[config.mk]
export PLATFORM = sky130hd
export DESIGN_NAME = pmt_section_parser
export DESIGN_NICKNAME = d
export VERILOG_FILES = /design/src/rtl/core/pmtp_pkg.sv /design/src/rtl/core/pmtp_parser.sv /design/src/rtl/core/pmtp_queue.sv /design/src/rtl/core/pmt_section_parser.sv
export SDC_FILE = /design/constraint.sdc
export NUM_CORES = 1
export LEC_CHECK = 0
export ABC_AREA = 1
export BUFFER_PORTS_ARGS = -buffer_cell sky130_fd_sc_hd__buf_2
export CAP_MARGIN = 25
export CORE_ASPECT_RATIO = 0.7
export CORE_MARGIN = 5
export CORE_UTILIZATION = 25
export CTS_CLUSTER_DIAMETER = 150
export DETAILED_ROUTE_END_ITERATION = 12
export RECOVER_POWER = 25
export SYNTH_ARGS = -nofsm -noshare
export SYNTH_HDL_FRONTEND = slang
export SYNTH_SLANG_ARGS = --single-unit
[constraint.sdc]
create_clock -name i_clk -period 10 [get_ports i_clk]
set_clock_uncertainty 0.05 [all_clocks]
set_input_delay 1.5 -clock i_clk [delete_from_list [all_inputs] [get_ports i_clk]]
set_output_delay 1.5 -clock i_clk [all_outputs]
set_load 0.02 [all_outputs]
[src/rtl/core/pmtp_pkg.sv]
// Package for the PMT section parser: result word types, kind codes,
// header and entry byte positions, descriptor tags and stream types.
// No dependencies.
`default_nettype none

package pmtp_pkg;

    localparam int MAX_SECTION_BYTES_DEF = 1024;

    localparam int Q_DEPTH = 4;
    localparam int Q_AW    = 2;
    localparam int Q_CW    = 3;

    localparam logic [2:0] KIND_HEADER      = 3'd0;
    localparam logic [2:0] KIND_VIDEO       = 3'd1;
    localparam logic [2:0] KIND_MPEG_AUDIO  = 3'd2;
    localparam logic [2:0] KIND_AC3_AUDIO   = 3'd3;
    localparam logic [2:0] KIND_TELETEXT    = 3'd4;
    localparam logic [2:0] KIND_SECTION_END = 3'd5;

    localparam int HDR_BYTES = 12;

    localparam logic [3:0] POS_LEN_HI  = 4'd1;
    localparam logic [3:0] POS_LEN_LO  = 4'd2;
    localparam logic [3:0] POS_PROG_HI = 4'd3;
    localparam logic [3:0] POS_PROG_LO = 4'd4;
    localparam logic [3:0] POS_VERSION = 4'd5;
    localparam logic [3:0] POS_PCR_HI  = 4'd8;
    localparam logic [3:0] POS_PCR_LO  = 4'd9;
    localparam logic [3:0] POS_PIL_HI  = 4'd10;
    localparam logic [3:0] POS_PIL_LO  = 4'd11;

    localparam logic [11:0] ES_TYPE   = 12'd0;
    localparam logic [11:0] ES_PID_HI = 12'd1;
    localparam logic [11:0] ES_PID_LO = 12'd2;
    localparam logic [11:0] ES_LEN_HI = 12'd3;
    localparam logic [11:0] ES_LEN_LO = 12'd4;
    localparam logic [11:0] ES_FIXED  = 12'd5;

    localparam logic [1:0] DS_TAG  = 2'd0;
    localparam logic [1:0] DS_LEN  = 2'd1;
    localparam logic [1:0] DS_BODY = 2'd2;

    localparam logic [7:0] TAG_LANGUAGE  = 8'h0A;
    localparam logic [7:0] TAG_STREAM_ID = 8'h52;
    localparam logic [7:0] TAG_TELETEXT  = 8'h56;
    localparam logic [7:0] TAG_AC3       = 8'h6A;
    localparam logic [7:0] TAG_NONE      = 8'hFF;

    localparam logic [7:0] STYPE_MPEG1_VIDEO = 8'h01;
    localparam logic [7:0] STYPE_MPEG2_VIDEO = 8'h02;
    localparam logic [7:0] STYPE_MPEG1_AUDIO = 8'h03;
    localparam logic [7:0] STYPE_MPEG2_AUDIO = 8'h04;
    localparam logic [7:0] STYPE_PRIVATE_PES = 8'h06;

    localparam int FLB_AC3  = 0;
    localparam int FLB_TTX  = 1;
    localparam int FLB_LANG = 2;

    typedef struct packed {
        logic [2:0]  kind;
        logic [12:0] pid;
        logic [15:0] service_id;
        logic [4:0]  version;
        logic        current_next;
        logic [23:0] language;
        logic        language_valid;
        logic [7:0]  component_tag;
        logic        last;
    } t_result;

    typedef struct packed {
        logic    v0;
        logic    v1;
        t_result r0;
        t_result r1;
    } t_push;

    typedef struct packed {
        logic [11:0] offset;
        logic [11:0] info_len;
        logic [7:0]  etype;
        logic [12:0] pid;
        logic [7:0]  dtag;
        logic [7:0]  drem;
        logic [7:0]  dlen;
        logic [1:0]  dstep;
        logic [23:0] lang;
        logic [2:0]  flags;
        logic [7:0]  tag;
    } t_entry;

    function automatic t_entry entry_clear();
        t_entry e;
        e       = '0;
        e.dstep = DS_TAG;
        e.tag   = TAG_NONE;
        return e;
    endfunction

    function automatic t_result mk_result(
        input logic [2:0]  kind,
        input logic [12:0] pid,
        input logic [15:0] prog,
        input logic [5:0]  ver,
        input logic [23:0] lang,
        input logic        lang_valid,
        input logic [7:0]  tag
    );
        t_result r;
        r.kind           = kind;
        r.pid            = pid;
        r.service_id     = prog;
        r.version        = ver[5:1];
        r.current_next   = ver[0];
        r.language       = lang;
        r.language_valid = lang_valid;
        r.component_tag  = tag;
        r.last           = 1'b0;
        return r;
    endfunction

endpackage

`default_nettype wire

[src/rtl/core/pmtp_parser.sv]
// Byte parser of the PMT section: header fields, entry walk and descriptors.
// Produces up to two result words per byte. Depends on pmtp_pkg.
`default_nettype none

module pmtp_parser #(
    parameter int MAX_SECTION_BYTES = pmtp_pkg::MAX_SECTION_BYTES_DEF
) (
    input  wire logic           i_clk,
    input  wire logic           i_rst_n,
    input  wire logic           i_en,
    input  wire logic [7:0]     i_data_byte,
    input  wire logic           i_section_start,
    output pmtp_pkg::t_push     o_push
);

    localparam int POS_W = $clog2(MAX_SECTION_BYTES);

    localparam logic [1:0] PH_IDLE = 2'd0;
    localparam logic [1:0] PH_BUSY = 2'd1;
    localparam logic [1:0] PH_DONE = 2'd2;

    logic [1:0]       r_phase, n_phase;
    logic [POS_W-1:0] r_byte_pos, n_byte_pos;
    logic [11:0]      r_section_len, n_section_len;
    logic [11:0]      r_prog_info_len, n_prog_info_len;
    logic [15:0]      r_hdr_program, n_hdr_program;
    logic [5:0]       r_hdr_version, n_hdr_version;
    pmtp_pkg::t_entry r_ent, n_ent;
    pmtp_pkg::t_push  n_push;
    logic [12:0]      w_p13;
    logic [7:0]       w_idx;
    logic             w_emit;

    always_comb begin
        n_phase         = r_phase;
        n_byte_pos      = r_byte_pos;
        n_section_len   = r_section_len;
        n_prog_info_len = r_prog_info_len;
        n_hdr_program   = r_hdr_program;
        n_hdr_version   = r_hdr_version;
        n_ent           = r_ent;
        n_push          = '0;
        w_idx           = '0;
        w_emit          = 1'b0;

        if (i_section_start) begin
            n_phase         = PH_BUSY;
            n_byte_pos      = '0;
            n_section_len   = '0;
            n_prog_info_len = '0;
            n_hdr_program   = '0;
            n_hdr_version   = '0;
            n_ent           = pmtp_pkg::entry_clear();
        end
        w_p13 = 13'(n_byte_pos);

        if (n_phase == PH_BUSY) begin
            if (w_p13 < 13'(pmtp_pkg::HDR_BYTES)) begin
                case (w_p13[3:0])
                    pmtp_pkg::POS_LEN_HI: begin
                        n_section_len = {i_data_byte[3:0], 8'h00};
                    end
                    pmtp_pkg::POS_LEN_LO: begin
                        n_section_len = n_section_len | {4'h0, i_data_byte};
                    end
                    pmtp_pkg::POS_PROG_HI: begin
                        n_hdr_program = {i_data_byte, 8'h00};
                    end
                    pmtp_pkg::POS_PROG_LO: begin
                        n_hdr_program = n_hdr_program | {8'h00, i_data_byte};
                    end
                    pmtp_pkg::POS_VERSION: begin
                        n_hdr_version = i_data_byte[5:0];
                    end
                    pmtp_pkg::POS_PCR_HI: begin
                        n_ent.pid = {i_data_byte[4:0], 8'h00};
                    end
                    pmtp_pkg::POS_PCR_LO: begin
                        n_push.v0 = 1'b1;
                        n_push.r0 = pmtp_pkg::mk_result(pmtp_pkg::KIND_HEADER,
                            n_ent.pid | {5'h00, i_data_byte}, n_hdr_program,
                            n_hdr_version, 24'h0, 1'b0, pmtp_pkg::TAG_NONE);
                        n_ent.pid = '0;
                    end
                    pmtp_pkg::POS_PIL_HI: begin
                        n_prog_info_len = {i_data_byte[3:0], 8'h00};
                    end
                    pmtp_pkg::POS_PIL_LO: begin
                        n_prog_info_len = n_prog_info_len | {4'h0, i_data_byte};
                    end
                    default: begin
                    end
                endcase
            end else if ((w_p13 + 13'd1 >= {1'b0, n_section_len}) ||
                         (w_p13 + 13'd1 >= 13'(MAX_SECTION_BYTES))) begin
                n_push.v0 = 1'b1;
                n_push.r0 = pmtp_pkg::mk_result(pmtp_pkg::KIND_SECTION_END, 13'h0,
                    n_hdr_program, n_hdr_version, 24'h0, 1'b0, pmtp_pkg::TAG_NONE);
                n_phase   = PH_DONE;
            end else if (w_p13 >= 13'(pmtp_pkg::HDR_BYTES) + {1'b0, n_prog_info_len}) begin
                case (n_ent.offset)
                    pmtp_pkg::ES_TYPE: begin
                        n_ent       = pmtp_pkg::entry_clear();
                        n_ent.etype = i_data_byte;
                    end
                    pmtp_pkg::ES_PID_HI: begin
                        n_ent.pid = {i_data_byte[4:0], 8'h00};
                    end
                    pmtp_pkg::ES_PID_LO: begin
                        n_ent.pid = n_ent.pid | {5'h00, i_data_byte};
                    end
                    pmtp_pkg::ES_LEN_HI: begin
                        n_ent.info_len = {i_data_byte[3:0], 8'h00};
                    end
                    pmtp_pkg::ES_LEN_LO: begin
                        n_ent.info_len = n_ent.info_len | {4'h0, i_data_byte};
                        n_ent.dstep    = pmtp_pkg::DS_TAG;
                    end
                    default: begin
                        case (n_ent.dstep)
                            pmtp_pkg::DS_TAG: begin
                                n_ent.dtag = i_data_byte;
                                if (i_data_byte == pmtp_pkg::TAG_TELETEXT) begin
                                    n_ent.flags[pmtp_pkg::FLB_TTX] = 1'b1;
                                end
                                if (i_data_byte == pmtp_pkg::TAG_AC3) begin
                                    n_ent.flags[pmtp_pkg::FLB_AC3] = 1'b1;
                                end
                                if (i_data_byte == pmtp_pkg::TAG_LANGUAGE) begin
                                    n_ent.flags[pmtp_pkg::FLB_LANG] = 1'b1;
                                    n_ent.lang                      = '0;
                                end
                                n_ent.dstep = pmtp_pkg::DS_LEN;
                            end
                            pmtp_pkg::DS_LEN: begin
                                n_ent.dlen  = i_data_byte;
                                n_ent.drem  = i_data_byte;
                                n_ent.dstep = (i_data_byte != 8'h00) ?
                                              pmtp_pkg::DS_BODY : pmtp_pkg::DS_TAG;
                            end
                            default: begin
                                w_idx = n_ent.dlen - n_ent.drem;
                                if (n_ent.dtag == pmtp_pkg::TAG_LANGUAGE) begin
                                    case (w_idx)
                                        8'd0: n_ent.lang[23:16] = i_data_byte;
                                        8'd1: n_ent.lang[15:8]  = i_data_byte;
                                        8'd2: n_ent.lang[7:0]   = i_data_byte;
                                        default: begin
                                        end
                                    endcase
                                end
                                if (n_ent.dtag == pmtp_pkg::TAG_STREAM_ID &&
                                    w_idx == 8'd0) begin
                                    n_ent.tag = i_data_byte;
                                end
                                n_ent.drem = n_ent.drem - 8'd1;
                                if (n_ent.drem == 8'd0) begin
                                    n_ent.dstep = pmtp_pkg::DS_TAG;
                                end
                            end
                        endcase
                    end
                endcase
                n_ent.offset = n_ent.offset + 12'd1;
                w_emit = (n_ent.offset >= pmtp_pkg::ES_FIXED) &&
                         ({1'b0, n_ent.offset} ==
                          {1'b0, pmtp_pkg::ES_FIXED} + {1'b0, n_ent.info_len});
                if (w_emit) begin
                    if (n_ent.etype == pmtp_pkg::STYPE_MPEG1_VIDEO ||
                        n_ent.etype == pmtp_pkg::STYPE_MPEG2_VIDEO) begin
                        n_push.v0 = 1'b1;
                        n_push.r0 = pmtp_pkg::mk_result(pmtp_pkg::KIND_VIDEO, n_ent.pid,
                            n_hdr_program, n_hdr_version, 24'h0, 1'b0,
                            pmtp_pkg::TAG_NONE);
                    end else if (n_ent.etype == pmtp_pkg::STYPE_MPEG1_AUDIO ||
                                 n_ent.etype == pmtp_pkg::STYPE_MPEG2_AUDIO) begin
                        n_push.v0 = 1'b1;
                        n_push.r0 = pmtp_pkg::mk_result(pmtp_pkg::KIND_MPEG_AUDIO,
                            n_ent.pid, n_hdr_program, n_hdr_version, n_ent.lang,
                            n_ent.flags[pmtp_pkg::FLB_LANG], n_ent.tag);
                    end else if (n_ent.etype == pmtp_pkg::STYPE_PRIVATE_PES &&
                                 n_ent.flags[pmtp_pkg::FLB_AC3]) begin
                        n_push.v0 = 1'b1;
                        n_push.r0 = pmtp_pkg::mk_result(pmtp_pkg::KIND_AC3_AUDIO,
                            n_ent.pid, n_hdr_program, n_hdr_version, n_ent.lang,
                            n_ent.flags[pmtp_pkg::FLB_LANG], n_ent.tag);
                    end
                    if (n_ent.flags[pmtp_pkg::FLB_TTX]) begin
                        if (n_push.v0) begin
                            n_push.v1 = 1'b1;
                            n_push.r1 = pmtp_pkg::mk_result(pmtp_pkg::KIND_TELETEXT,
                                n_ent.pid, n_hdr_program, n_hdr_version, 24'h0, 1'b0,
                                pmtp_pkg::TAG_NONE);
                        end else begin
                            n_push.v0 = 1'b1;
                            n_push.r0 = pmtp_pkg::mk_result(pmtp_pkg::KIND_TELETEXT,
                                n_ent.pid, n_hdr_program, n_hdr_version, 24'h0, 1'b0,
                                pmtp_pkg::TAG_NONE);
                        end
                    end
                    n_ent = pmtp_pkg::entry_clear();
                end
            end
            if (n_phase == PH_BUSY) begin
                n_byte_pos = n_byte_pos + POS_W'(1);
            end
        end

        if (n_push.v1) begin
            n_push.r1.last = 1'b1;
        end else if (n_push.v0) begin
            n_push.r0.last = 1'b1;
        end
    end

    always_comb begin
        o_push = n_push;
        if (!i_en) begin
            o_push.v0 = 1'b0;
            o_push.v1 = 1'b0;
        end
    end

    always_ff @(posedge i_clk) begin
        if (!i_rst_n) begin
            r_phase         <= PH_IDLE;
            r_byte_pos      <= '0;
            r_section_len   <= '0;
            r_prog_info_len <= '0;
            r_hdr_program   <= '0;
            r_hdr_version   <= '0;
            r_ent           <= pmtp_pkg::entry_clear();
        end else if (i_en) begin
            r_phase         <= n_phase;
            r_byte_pos      <= n_byte_pos;
            r_section_len   <= n_section_len;
            r_prog_info_len <= n_prog_info_len;
            r_hdr_program   <= n_hdr_program;
            r_hdr_version   <= n_hdr_version;
            r_ent           <= n_ent;
        end
    end

endmodule

`default_nettype wire

[src/rtl/core/pmtp_queue.sv]
// Result queue of the PMT section parser: takes up to two result words a
// cycle and hands out one word a cycle while i_stall is low. Depends on pmtp_pkg.
`default_nettype none

module pmtp_queue (
    input  wire logic             i_clk,
    input  wire logic             i_rst_n,
    input  wire pmtp_pkg::t_push  i_push,
    output logic                  o_ready,
    output logic                  o_valid,
    input  wire logic             i_stall,
    output pmtp_pkg::t_result     o_res
);

    pmtp_pkg::t_result             r_mem [pmtp_pkg::Q_DEPTH];
    logic [pmtp_pkg::Q_AW-1:0]     r_wr, n_wr;
    logic [pmtp_pkg::Q_AW-1:0]     r_rd, n_rd;
    logic [pmtp_pkg::Q_CW-1:0]     r_count, n_count;
    logic [pmtp_pkg::Q_CW-1:0]     w_nput;
    logic                          w_pop;

    assign o_valid = (r_count != '0);
    assign o_res   = r_mem[r_rd];
    assign o_ready = (r_count <= pmtp_pkg::Q_CW'(pmtp_pkg::Q_DEPTH - 2));
    assign w_pop   = o_valid && !i_stall;
    assign w_nput  = pmtp_pkg::Q_CW'(i_push.v0) + pmtp_pkg::Q_CW'(i_push.v1);

    always_comb begin
        n_wr    = r_wr + pmtp_pkg::Q_AW'(w_nput);
        n_rd    = r_rd + pmtp_pkg::Q_AW'(w_pop);
        n_count = r_count + w_nput - pmtp_pkg::Q_CW'(w_pop);
    end

    always_ff @(posedge i_clk) begin
        if (!i_rst_n) begin
            r_wr    <= '0;
            r_rd    <= '0;
            r_count <= '0;
        end else begin
            r_wr    <= n_wr;
            r_rd    <= n_rd;
            r_count <= n_count;
        end
    end

    always_ff @(posedge i_clk) begin
        if (i_push.v0) begin
            r_mem[r_wr] <= i_push.r0;
        end
        if (i_push.v1) begin
            r_mem[r_wr + pmtp_pkg::Q_AW'(1)] <= i_push.r1;
        end
    end

`ifndef SYNTH
    a_count_bound: assert property (@(posedge i_clk) disable iff (!i_rst_n)
        r_count <= pmtp_pkg::Q_CW'(pmtp_pkg::Q_DEPTH))
        else $error("result queue holds more words than its depth");

    a_second_slot: assert property (@(posedge i_clk) disable iff (!i_rst_n)
        i_push.v1 |-> i_push.v0)
        else $error("second result word pushed without the first");

    a_push_room: assert property (@(posedge i_clk) disable iff (!i_rst_n)
        (i_push.v0 || i_push.v1) |-> o_ready)
        else $error("result pushed while the queue lacks room for two words");

    a_pop_only: assert property (@(posedge i_clk) disable iff (!i_rst_n)
        (w_pop && !i_push.v0) |=> (r_count == $past(r_count) - pmtp_pkg::Q_CW'(1)))
        else $error("queue count did not fall after a lone pop");
`endif

endmodule

`default_nettype wire

[src/rtl/core/pmt_section_parser.sv]
// Top level of the PMT section parser: input register, byte parser and
// result queue. Depends on pmtp_pkg, pmtp_parser and pmtp_queue.
//
// Usage: section bytes enter one word per cycle on i_valid/o_stall with
// i_section_start high on the table_id byte. Results leave on o_valid/
// i_stall, one word per cycle, with o_last on the final word of a byte.
// A header word follows byte 9, stream words follow the last byte of each
// elementary stream entry, and a section-end word follows the first CRC
// byte; later bytes are dropped until the next start.
// Path: an accepted byte is held in the input register, parsed
// combinationally, and its result words are written into the queue.
// Throughput: one byte per cycle while o_stall is low; set by the single
// parse stage. The two words of a byte (stream and teletext) are held in
// a four-word queue; o_stall rises while the input register waits for
// room for two words, so a stalled receiver backs up to the sender.
// Reset clears the parser to idle and empties the queue and input register.
`default_nettype none

module pmt_section_parser #(
    parameter int MAX_SECTION_BYTES = pmtp_pkg::MAX_SECTION_BYTES_DEF
) (
    input  wire logic        i_clk,
    input  wire logic        i_rst_n,
    input  wire logic        i_valid,
    output logic             o_stall,
    input  wire logic [7:0]  i_data_byte,
    input  wire logic        i_section_start,
    output logic             o_valid,
    input  wire logic        i_stall,
    output logic [2:0]       o_kind,
    output logic [12:0]      o_pid,
    output logic [15:0]      o_service_id,
    output logic [4:0]       o_version,
    output logic             o_current_next,
    output logic [23:0]      o_language,
    output logic             o_language_valid,
    output logic [7:0]       o_component_tag,
    output logic             o_last
);

    logic              r_in_valid, n_in_valid;
    logic [7:0]        r_in_byte;
    logic              r_in_start;
    logic              w_ready;
    logic              w_advance;
    logic              w_accept;
    pmtp_pkg::t_push   w_push;
    pmtp_pkg::t_result w_res;

    assign w_advance = r_in_valid && w_ready;
    assign o_stall   = r_in_valid && !w_ready;
    assign w_accept  = i_valid && !o_stall;

    always_comb begin
        n_in_valid = r_in_valid;
        if (w_accept) begin
            n_in_valid = 1'b1;
        end else if (w_advance) begin
            n_in_valid = 1'b0;
        end
    end

    always_ff @(posedge i_clk) begin
        if (!i_rst_n) begin
            r_in_valid <= 1'b0;
        end else begin
            r_in_valid <= n_in_valid;
        end
    end

    always_ff @(posedge i_clk) begin
        if (w_accept) begin
            r_in_byte  <= i_data_byte;
            r_in_start <= i_section_start;
        end
    end

    pmtp_parser #(
        .MAX_SECTION_BYTES(MAX_SECTION_BYTES)
    ) u_parser (
        .i_clk          (i_clk),
        .i_rst_n        (i_rst_n),
        .i_en           (w_advance),
        .i_data_byte    (r_in_byte),
        .i_section_start(r_in_start),
        .o_push         (w_push)
    );

    pmtp_queue u_queue (
        .i_clk  (i_clk),
        .i_rst_n(i_rst_n),
        .i_push (w_push),
        .o_ready(w_ready),
        .o_valid(o_valid),
        .i_stall(i_stall),
        .o_res  (w_res)
    );

    assign o_kind           = w_res.kind;
    assign o_pid            = w_res.pid;
    assign o_service_id     = w_res.service_id;
    assign o_version        = w_res.version;
    assign o_current_next   = w_res.current_next;
    assign o_language       = w_res.language;
    assign o_language_valid = w_res.language_valid;
    assign o_component_tag  = w_res.component_tag;
    assign o_last           = w_res.last;

endmodule

`default_nettype wire
==> impl_metrics.env <==
export IMPL_hold_ws_ns=0.4139
export IMPL_diodes=0
export IMPL_grt_max_degree=95
export IMPL_postRouteAntennaNets=0
export IMPL_wire_per_inst_um=18.07
export IMPL_async_flop_share=0
export IMPL_rows=100
export IMPL_synth_xor_area_frac=0.01150
export IMPL_rr_startpoint="r_in_start"
export IMPL_grt_overflow=0
export IMPL_layout_filler_cells=11600
export IMPL_cts_tree="done"
export IMPL_cts_repair_resized=0
export IMPL_power_leakage_nw=11.57
export IMPL_area_growth_pct=11.77
export IMPL_clock_latency_ns=0.59
export IMPL_io_pins=87
export IMPL_rsz0062_at_grt="no"
export IMPL_synth_compound_area_frac=0.2152
export IMPL_cap_viol_max_count=5
export IMPL_wl_um=92250
export IMPL_violations="max-capacitance violations, max-slew violations"
export IMPL_path_cells="clkbuf_1, clkinv_1, clkbuf_1, o21ai_0, o22ai_1, clkbuf_1"
export IMPL_stdcell_area_um2=29800
export IMPL_cp_slowest_cell="clkbuf_1"
export IMPL_cts_made_buffers=44
export IMPL_core_area_um2=106100
export IMPL_die_area_um2=113400
export IMPL_cpMostUsedCell="clkbuf_1"
export IMPL_irDropWorstVdd_uv=136.9
export IMPL_io_buffers=86
export IMPL_dp_slack_ns=2.993
export IMPL_vias=25950
export IMPL_min_path_type="reg2reg"
export IMPL_hold_start="u_parser.r_prog_info_len[11]"
export IMPL_fmax_ghz=0.1225
export IMPL_worstRegToRegCells=25
export IMPL_dr_pass1_iters=5
export IMPL_fin_crit_sh=0.8166
export IMPL_ys_ff_latch=469
export IMPL_worstSetupStartpointType="register"
export IMPL_h_tree_depth=2
export IMPL_clkTransAtPathRegs_ns=0.07
export IMPL_synth_area_top_cells="edfxtp_1 21%, dfxtp_1 21%, nand2_1 11%"
export IMPL_holdPathStages=2
export IMPL_power_mw=5.716
export IMPL_postCtsSetupBuffers=0
export IMPL_instances_no_fill=5105
export IMPL_start_util=0.2513
export IMPL_fin_ws_ns=1.834
export IMPL_place_congestion=0.9028
export IMPL_final_min_clock_period_ns=8.166
export IMPL_grt_pass1_vias=23960
export IMPL_r2r_setup_slack_ns=2.01
export IMPL_outcome="finished, violations left"
export IMPL_yosys_area_top_type_share=0.2128
export IMPL_antenna_found_initial=3
export IMPL_endpoint_kind="output port"
export IMPL_synth_cells=3706
export IMPL_ys_warnings_count=0
export IMPL_post_drt_via_cell_ratio=5.083
export IMPL_yosys_area_top_type="edfxtp_1"
export IMPL_crit_family="buffers and inverters"
export IMPL_required_ns=8.45
export IMPL_hold_path_endpoint="u_parser.r_prog_info_len[11]"
export IMPL_synth_top_family_by_area="simple AND/OR/NAND/NOR gates"
export IMPL_yosysUniqueCellTypes=54
export IMPL_hold_viol_final=0
export IMPL_synth_mux_area_frac=0
export IMPL_path_buf_inv=4
export IMPL_yosysSeqAreaShare=0.4230
export IMPL_critPathArrivalTime_ns=6.62
export IMPL_syn_area_um2=26670
export IMPL_synth_edf_count=189
export IMPL_final_util=0.2809
export IMPL_criticalPathCategory="reg2out"
export IMPL_cts_root_buf="clkbuf_16"
export IMPL_die_x_um=400.4
export IMPL_syn_area_per_cell_um2=7.195
export IMPL_worst_pin_slew_ns=3.813
export IMPL_die_h_um=283.2
export IMPL_cts_max_path_buffers=3
export IMPL_r2r_end="u_parser.r_ent[99]"
export IMPL_power_density_nw_per_um2=191.8
export IMPL_setup_violations=0
export IMPL_max_stage_delay_ns=2.63
export IMPL_nets=3701
export IMPL_slew_viol_final=258
export IMPL_post_dp_cell_area_um2=28340
export IMPL_drt_initial_drc_count=2849
export IMPL_synth_fa_ha_area_frac=0.02262
export IMPL_setup_tns_ns=0
export IMPL_syn_nets=3766
export IMPL_cts_sinks=469
export IMPL_placedCellCount=5021
export IMPL_grt_pass1_wl_um=142900
export IMPL_dp_hpwl_um=58850
export IMPL_drc_errors=0
export IMPL_critPathMaxFanout=74
export IMPL_synth_main_ff_cell="dfxtp_1"
export IMPL_drive_gt1_frac=0.05058
export IMPL_maxSlewHeadroom=-1.542
export IMPL_track_usage=0.1544
export IMPL_hold_buffers=0
export IMPL_synth_simple_gate_area_share=0.2481
==> flip-flops by register name, indices dropped and copies added (netlist names), 3 cells and up <==
name / count
u_parser.r_ent: 106
u_parser.r_byte_pos: 10
r_in_byte: 8
u_queue.r_mem: 288
u_parser.r_prog_info_len: 12
u_parser.r_hdr_version: 6
u_parser.r_hdr_program: 16
u_queue.r_count: 3
u_parser.r_section_len: 12
==> how the worst max path moves through the flow <==
stage / startpoint / endpoint / slack (ns) / cells past startpoint
floorplan: r_in_start / u_queue.r_mem[0][0] / 4.11 / 24
global placement: r_in_start / u_queue.r_mem[2][59] / 3.08 / 28
detailed placement: r_in_start / u_queue.r_mem[2][62] / 2.99 / 28
CTS: r_in_start / u_queue.r_mem[2][62] / 3.01 / 28
global route: u_queue.r_rd[1] / o_pid[1] / 1.41 / 6
finish: u_queue.r_rd[1] / o_pid[7] / 1.83 / 6
==> layer usage <==
metal,global-route usage,vias up,routed length [µm]
li1,-,12480,-
met1,0.2311,12220,42810
met2,0.2311,1146,39400
met3,0.03195,105,8677
met4,0.02603,0,1355
met5,0,-,0
==> power by group <==
part	total (mW)	internal (mW)	switching [mW]
sequential	2.14	2.06	0.0773
combinational	1.70	0.441	1.26
clock	1.88	1.06	0.812
total	5.72	3.57	2.15
==> worst min-delay path: cells and delay by family, from the launching register on <==
| kind | cells | cell delay (ns) |
|---|---|---|
| AO/OA/AOI/OAI | 1 | 0.06 |
| buffers and inverters | 1 | 0.06 |
| flip-flops | 1 | 0.30 |
==> layout by cell type, fill, tap and decap left out, types with 5 or more instances in the layout <==
master / synthesis / final
bufinv_16: 0 / 9
edfxtp_1: 189 / 189
a21oi_1: 332 / 332
o21a_1: 17 / 17
nand2_2: 12 / 14
nor2_1: 382 / 381
nand4_1: 36 / 36
xnor2_1: 9 / 9
o21ai_1: 44 / 43
clkbuf_1: 181 / 94
xor2_1: 26 / 26
buf_4: 3 / 44
buf_2: 50 / 6
o21ai_0: 394 / 395
o221ai_1: 11 / 11
inv_2: 9 / 9
or2_2: 12 / 12
a31oi_1: 29 / 29
dfxtp_1: 280 / 278
clkbuf_16: 0 / 45
clkinv_2: 0 / 8
clkinv_1: 4 / 14
nand2_1: 816 / 813
a21boi_0: 37 / 37
nand3_1: 254 / 251
nor3_1: 25 / 26
a211oi_1: 9 / 9
o22ai_1: 99 / 99
nor4_1: 12 / 12
ha_1: 45 / 45
o211ai_1: 49 / 49
inv_1: 275 / 272
nor2_4: 5 / 5
==> Yosys cell counts, types with 9 or more instances <==
master,n
a21oi_1,332
nand3_1,254
o21ai_0,394
xor2_1,26
ha_1,45
o211ai_1,49
a21boi_0,37
inv_2,9
nor4_1,12
a31oi_1,29
xnor2_1,9
o221ai_1,11
nand4_1,36
buf_2,50
dfxtp_1,280
a211oi_1,9
clkbuf_1,181
o21a_1,17
buf_1,19
or2_2,12
o21ai_1,44
nor3_1,25
edfxtp_1,189
o22ai_1,99
nand2_1,816
inv_1,275
nor2_1,382
nand2_2,12
==> cell families after synthesis <==
family / count (synthesis)
AO/OA/AOI/OAI: 1037
adder cells (fa/ha/maj): 47
buffers and inverters: 543
XOR/XNOR: 35
AND/OR/NAND/NOR: 1575
flip-flops: 469
==> final cells by class <==
type	instances	area, µm²	share of cell area
inverter	289	1092	0.03665
multi-input combinational	2694	13290	0.4458
clock inverter	32	410.4	0.01377
sequential	469	11290	0.3787
clock buffer	50	1145	0.03841
tap	1428	1787	0.05995
timing repair buffer	143	797.0	0.02674
No activity file was read; power rests on OpenSTA's default activity.
